### src/hdl/mmng_pkg.sv
`default_nettype none
package mmng_pkg;

	localparam int PINK_ROWS  = 8;
	localparam int ROW_W      = $clog2(PINK_ROWS);
	localparam int SUM_W      = 25 + ROW_W;
	localparam int PINK_SHIFT = 3;
	localparam int SAMPLE_W   = 28;
	localparam int CNT_W      = 5;

	localparam logic [31:0] SEED_FALLBACK = 32'h1234_5678;

	localparam logic [1:0] NT_UNIFORM = 2'd0;
	localparam logic [1:0] NT_NORMAL  = 2'd1;
	localparam logic [1:0] NT_PINK    = 2'd2;

	localparam int LOG_STEPS    = 16;
	localparam int SQRT_STEPS   = 19;
	localparam int HORNER_STEPS = 4;

	localparam logic [26:0] TWO_LN2_Q16    = 27'd90852;
	localparam logic [26:0] HALF_ROOT2_Q16 = 27'd46341;

	localparam logic signed [27:0] SIN_C9 = 28'sd2692;
	localparam logic signed [27:0] SIN_C7 = -28'sd78547;
	localparam logic signed [27:0] SIN_C5 = 28'sd1337020;
	localparam logic signed [27:0] SIN_C3 = -28'sd10837479;
	localparam logic signed [27:0] SIN_C1 = 28'sd26353589;

	typedef enum logic [4:0] {
		DP_NOP,
		DP_SEED,
		DP_UNI,
		DP_N_U1,
		DP_N_U2,
		DP_M_SQ,
		DP_W_LOG,
		DP_M_T,
		DP_W_S,
		DP_SQRT,
		DP_M_XX,
		DP_W_Y,
		DP_M_PY,
		DP_W_P,
		DP_M_PX,
		DP_W_SM,
		DP_M_RK,
		DP_W_RK,
		DP_M_RS,
		DP_W_MAG,
		DP_P_INIT,
		DP_P_ROW,
		DP_P_END
	} dp_op_t;

	typedef struct packed {
		dp_op_t             op;
		logic [CNT_W-1:0]   cnt;
	} dp_cmd_t;

	function automatic logic [31:0] xorshift32(input logic [31:0] x);
		logic [31:0] v;
		v = x ^ (x << 13);
		v = v ^ (v >> 17);
		v = v ^ (v << 5);
		return v;
	endfunction

endpackage
`default_nettype wire

### src/hdl/mmng_ctrl.sv
`default_nettype none
module mmng_ctrl import mmng_pkg::*; (
	input  wire logic       clk,
	input  wire logic       arst_n,
	input  wire logic       in_valid,
	output logic            in_ready,
	input  wire logic [1:0] noise_type,
	output logic            out_valid,
	input  wire logic       out_ready,
	input  wire logic       cfg_valid,
	output logic            cfg_ready,
	output dp_cmd_t         cmd
);

	typedef enum logic [4:0] {
		S_IDLE, S_UNI, S_NU1, S_NU2, S_LMUL, S_LWB, S_TMUL, S_TWB, S_SQRT,
		S_XMUL, S_XWB, S_PMUL, S_PWB, S_QMUL, S_QWB, S_KMUL, S_KWB,
		S_RMUL, S_RWB, S_PINIT, S_PROW, S_PEND
	} state_t;

	state_t           state_q;
	logic [CNT_W-1:0] cnt_q;
	logic             out_valid_q;
	logic             slot_free;
	logic             finish;

	assign slot_free = !out_valid_q || out_ready;
	assign in_ready  = (state_q == S_IDLE);
	assign cfg_ready = (state_q == S_IDLE);
	assign out_valid = out_valid_q;
	assign finish    = slot_free &&
		(state_q == S_UNI || state_q == S_RWB || state_q == S_PEND);

	always_comb begin
		cmd.cnt = cnt_q;
		unique case (state_q)
			S_IDLE:  cmd.op = (cfg_valid) ? DP_SEED : DP_NOP;
			S_UNI:   cmd.op = slot_free ? DP_UNI : DP_NOP;
			S_NU1:   cmd.op = DP_N_U1;
			S_NU2:   cmd.op = DP_N_U2;
			S_LMUL:  cmd.op = DP_M_SQ;
			S_LWB:   cmd.op = DP_W_LOG;
			S_TMUL:  cmd.op = DP_M_T;
			S_TWB:   cmd.op = DP_W_S;
			S_SQRT:  cmd.op = DP_SQRT;
			S_XMUL:  cmd.op = DP_M_XX;
			S_XWB:   cmd.op = DP_W_Y;
			S_PMUL:  cmd.op = DP_M_PY;
			S_PWB:   cmd.op = DP_W_P;
			S_QMUL:  cmd.op = DP_M_PX;
			S_QWB:   cmd.op = DP_W_SM;
			S_KMUL:  cmd.op = DP_M_RK;
			S_KWB:   cmd.op = DP_W_RK;
			S_RMUL:  cmd.op = DP_M_RS;
			S_RWB:   cmd.op = slot_free ? DP_W_MAG : DP_NOP;
			S_PINIT: cmd.op = DP_P_INIT;
			S_PROW:  cmd.op = DP_P_ROW;
			S_PEND:  cmd.op = slot_free ? DP_P_END : DP_NOP;
			default: cmd.op = DP_NOP;
		endcase
	end

	always_ff @(posedge clk or negedge arst_n) begin
		if (!arst_n) begin
			state_q     <= S_IDLE;
			cnt_q       <= '0;
			out_valid_q <= 1'b0;
		end else begin
			if (finish)
				out_valid_q <= 1'b1;
			else if (out_ready)
				out_valid_q <= 1'b0;

			unique case (state_q)
				S_IDLE: begin
					cnt_q <= '0;
					if (in_valid) begin
						priority if (noise_type == NT_NORMAL)
							state_q <= S_NU1;
						else if (noise_type == NT_PINK)
							state_q <= S_PINIT;
						else
							state_q <= S_UNI;
					end
				end
				S_UNI:  if (slot_free) state_q <= S_IDLE;
				S_NU1:  state_q <= S_NU2;
				S_NU2:  state_q <= S_LMUL;
				S_LMUL: state_q <= S_LWB;
				S_LWB: begin
					if (cnt_q == CNT_W'(LOG_STEPS - 1)) begin
						cnt_q   <= '0;
						state_q <= S_TMUL;
					end else begin
						cnt_q   <= cnt_q + 1'b1;
						state_q <= S_LMUL;
					end
				end
				S_TMUL: state_q <= S_TWB;
				S_TWB:  state_q <= S_SQRT;
				S_SQRT: begin
					if (cnt_q == CNT_W'(SQRT_STEPS - 1)) begin
						cnt_q   <= '0;
						state_q <= S_XMUL;
					end else begin
						cnt_q <= cnt_q + 1'b1;
					end
				end
				S_XMUL: state_q <= S_XWB;
				S_XWB:  state_q <= S_PMUL;
				S_PMUL: state_q <= S_PWB;
				S_PWB: begin
					if (cnt_q == CNT_W'(HORNER_STEPS - 1)) begin
						cnt_q   <= '0;
						state_q <= S_QMUL;
					end else begin
						cnt_q   <= cnt_q + 1'b1;
						state_q <= S_PMUL;
					end
				end
				S_QMUL: state_q <= S_QWB;
				S_QWB:  state_q <= S_KMUL;
				S_KMUL: state_q <= S_KWB;
				S_KWB:  state_q <= S_RMUL;
				S_RMUL: state_q <= S_RWB;
				S_RWB:  if (slot_free) state_q <= S_IDLE;
				S_PINIT: begin
					cnt_q   <= '0;
					state_q <= S_PROW;
				end
				S_PROW: begin
					if (cnt_q == CNT_W'(PINK_ROWS - 1)) begin
						cnt_q   <= '0;
						state_q <= S_PEND;
					end else begin
						cnt_q <= cnt_q + 1'b1;
					end
				end
				S_PEND:  if (slot_free) state_q <= S_IDLE;
				default: state_q <= S_IDLE;
			endcase
		end
	end

endmodule
`default_nettype wire

### config.mk
export PLATFORM = sky130hd
export DESIGN_NAME = mmng_ctrl
export DESIGN_NICKNAME = d
export VERILOG_FILES = /design/src/hdl/mmng_pkg.sv /design/src/hdl/mmng_ctrl.sv
export SDC_FILE = /design/constraint.sdc
export NUM_CORES = 1
export LEC_CHECK = 0
export ABC_CLOCK_PERIOD_IN_PS = 2870
export BUFFER_PORTS_ARGS = -buffer_cell sky130_fd_sc_hd__buf_2
export CORE_MARGIN = 4
export CORE_UTILIZATION = 43
export CTS_CLUSTER_SIZE = 20
export DETAILED_ROUTE_END_ITERATION = 8
export MAX_ROUTING_LAYER = met4
export PLACE_DENSITY = 0.7
export SETUP_SLACK_MARGIN = 0.5
export SYNTH_ARGS = -nofsm -noshare
export SYNTH_HDL_FRONTEND = slang
export SYNTH_SLANG_ARGS = --single-unit
### constraint.sdc
create_clock -name clk -period 2.87 [get_ports clk]
set_input_delay 0.287 -clock clk [delete_from_list [all_inputs] [get_ports clk]]
set_output_delay 0.287 -clock clk [all_outputs]
set_load 0.02 [all_outputs]
==> impl_metrics.tcl <==
set metrics [dict create \
    grt_pass1_wl_mm 4.692 \
    slew_viol_final 0 \
    async_reset_ff_share_pct 100.0 \
    powerDensity_nw_per_um2 1175 \
    dp_slack_ps 751.8 \
    min_period_ps 2202 \
    setup_viol 0 \
    layout_setup_ws_ps 667.8 \
    fp.coreArea_um2 2545 \
    yosys_warnings 0 \
    diodes 0 \
    dr.first_iter.drc_count 25 \
    routed_wl_mm 2.691 \
    fin_setup_tns_ps 0 \
    clk_latency_ps 270 \
    num_vias 1058 \
    syn2layout_area_growth_pct 7.987 \
    peakVddDrop_v 0.0006603 \
    synthFlopType "dfrtp_1" \
    dp_hpwl_mm 1.939 \
    dpl.cell_count 173 \
    final_util_pct 49.85 \
    start_util_pct 46.17 \
    seq_area_frac_synth_pct 23.43 \
    hp-class "in -> async" \
    layout_commonest_cell "buf_2" \
    drc 0 \
    dr.pass1.iters 4 \
    finalClockSkew_ps 1.007 \
    syn-instance-count 135 \
    arrival_ps 1920 \
    post-cts-setup-buffer-count 0 \
    grt_usage_pct 17.18 \
    layout-drive-gt1-share_pct 27.70 \
    antenna_found_initial 0 \
    grt_overflow 0 \
    crit_path_max_fanout 20 \
    clk_pin_slew_ps 80 \
    status "finished, final reports clean" \
    syn-num-nets 148 \
    leakage_nw 0.5750 \
    fp.dieW_um 60.27 \
    ys_types 54 \
    grt_start_max_net_pins 23 \
    cts_buffers 3 \
    max_clock_freq_mhz 454.1 \
    floorplan.die.height_um 60.27 \
    finalHoldViolCount 0 \
    grt_pass1_vias 1050 \
    io_pins 20 \
    io_buffers 19 \
    final_antenna_net_count 0 \
    die_area_um2 3632 \
    mostFrequentLayoutCells "buf_2 (19), nor2_1 (13), dfrtp_1 (9)" \
    synth_edf_count 0 \
    synth-seq-cells 11 \
    avgSynthCellArea_um2 8.703 \
    root_buffer "clkbuf_4" \
    worst-setup-path-type "reg -> out" \
    rsz0062_at_grt "no" \
    worstPathRequired_ps 2580 \
    globalplace.congestion 0.8418 \
    relSlewSlack_pct 57.02 \
    final_cells 178 \
    cts_tree "yes" \
    drv_cap 0 \
    finalCritPeriodShare_pct 76.73 \
    syn_area_um2 1175 \
    htreeDepth 1 \
    fillers 256 \
    end_kind "primary output" \
    routed_via_density 5.944 \
    nets 162 \
    startpoint_type "register" \
    tightest_slew_ps 644.7 \
    rows 18 \
    clk_path_buf_depth 2 \
    wl_per_cell_um 15.12 \
    clkSinkCount 11 \
]
-- cells by family after synthesis --
group | count (synthesis) | share of synthesized area [%]
buffers and inverters | 21 | 10.12
adders and majority gates | 6 | 6.390
xor gates and xnor gates | 2 | 1.491
DFF | 11 | 23.43
AOI/OAI and AO/OA | 42 | 28.01
and+or+nand+nor | 48 | 25.03
muxes | 5 | 5.538
-- cells in the mapped netlist, types with 2 or more instances --
master | n | area (um2)
o311ai_2 | 2 | 32.53
nand3b_1 | 2 | 15.01
nor2_1 | 13 | 48.80
xor2_1 | 2 | 17.52
a31oi_1 | 2 | 12.51
buf_4 | 5 | 37.54
a21o_1 | 4 | 30.03
nor2b_1 | 3 | 18.77
o22ai_1 | 3 | 18.77
mux2_4 | 3 | 45.04
inv_1 | 8 | 30.03
a21oi_1 | 7 | 35.03
and2b_1 | 2 | 15.01
nand2_1 | 5 | 18.77
nor3_1 | 3 | 15.01
clkbuf_1 | 3 | 11.26
o211ai_1 | 4 | 30.03
nand3_1 | 2 | 10.01
o21ai_0 | 5 | 25.02
a211oi_1 | 2 | 15.01
or2_1 | 2 | 12.51
ha_1 | 6 | 75.07
dfrtp_1 | 11 | 275.3
nand2b_1 | 4 | 25.02
mux2i_1 | 2 | 20.02
nor3b_1 | 2 | 15.01
-- state kept, by name, summed over array words and instances (netlist names) --
signal	flops
cnt_q	5
state_q	5
out_valid	1
-- routing by layer --
layer	track usage (%)	wire (um)
met3	1.512	79
met1	20.44	1231
met4	8.544	68
met2	28.70	1312
met5	-	0
-- report_power, final --
| part | total [mW] | internal [mW] | switching (mW) |
|---|---|---|---|
| logic | 0.948 | 0.436 | 0.512 |
| registers | 0.431 | 0.222 | 0.209 |
| clock network | 0.112 | 0.0539 | 0.0577 |
| total | 1.49 | 0.712 | 0.779 |
-- stage by stage --
step                      hold slack, ps  cell area [um2]  total power, mW
after floorplan                   -8.591             1175            1.191
after global placement             173.3             1230            1.345
after detailed placement           180.1             1230            1.367
after CTS                          423.2             1266            1.486
after global routing               435.8             1269            1.610
final                              404.7             1269            1.490
-- path summary, 6_finish.rpt --
path / from / endpoint / slack (ps) / cells after the start
min in group clk: out_ready / out_valid / 440 / 3
setup / recovery: state_q[4] / cmd[5] / 670 / 4
setup reg to reg: state_q[4] / state_q[4] / 760 / 4
hold / removal: arst_n / cnt_q[4] / 400 / 2
hold reg to reg: cnt_q[0] / cnt_q[0] / 570 / 1
max in group asynchronous: arst_n / state_q[1] / 2230 / 2
-- worst max-delay path, cell delays in order, from the launching register on --
cell	delay (ps)
dfrtp_1	620
or4_4	660
o21ai_0	160
a21oi_1	50
buf_2	150
-- area by class of cell --
| cell class | count | area [um2] | area share [%] |
|---|---|---|---|
| Multi-Input combinational cell | 103 | 780.7 | 61.54 |
| Sequential cell | 11 | 277.8 | 21.89 |
| Timing Repair Buffer | 21 | 112.6 | 8.876 |
| Tap cell | 30 | 37.54 | 2.959 |
| Inverter | 9 | 33.78 | 2.663 |
| Clock buffer | 4 | 26.28 | 2.071 |
-- timing repair --
action                                  in CTS  in global routing
endpoints found under the setup margin       0                  2
gates resized for setup                      0                  2
hold buffers                                 1                  0
endpoints found under the hold margin       11                  0
No activity file was read; power rests on OpenSTA's default activity.
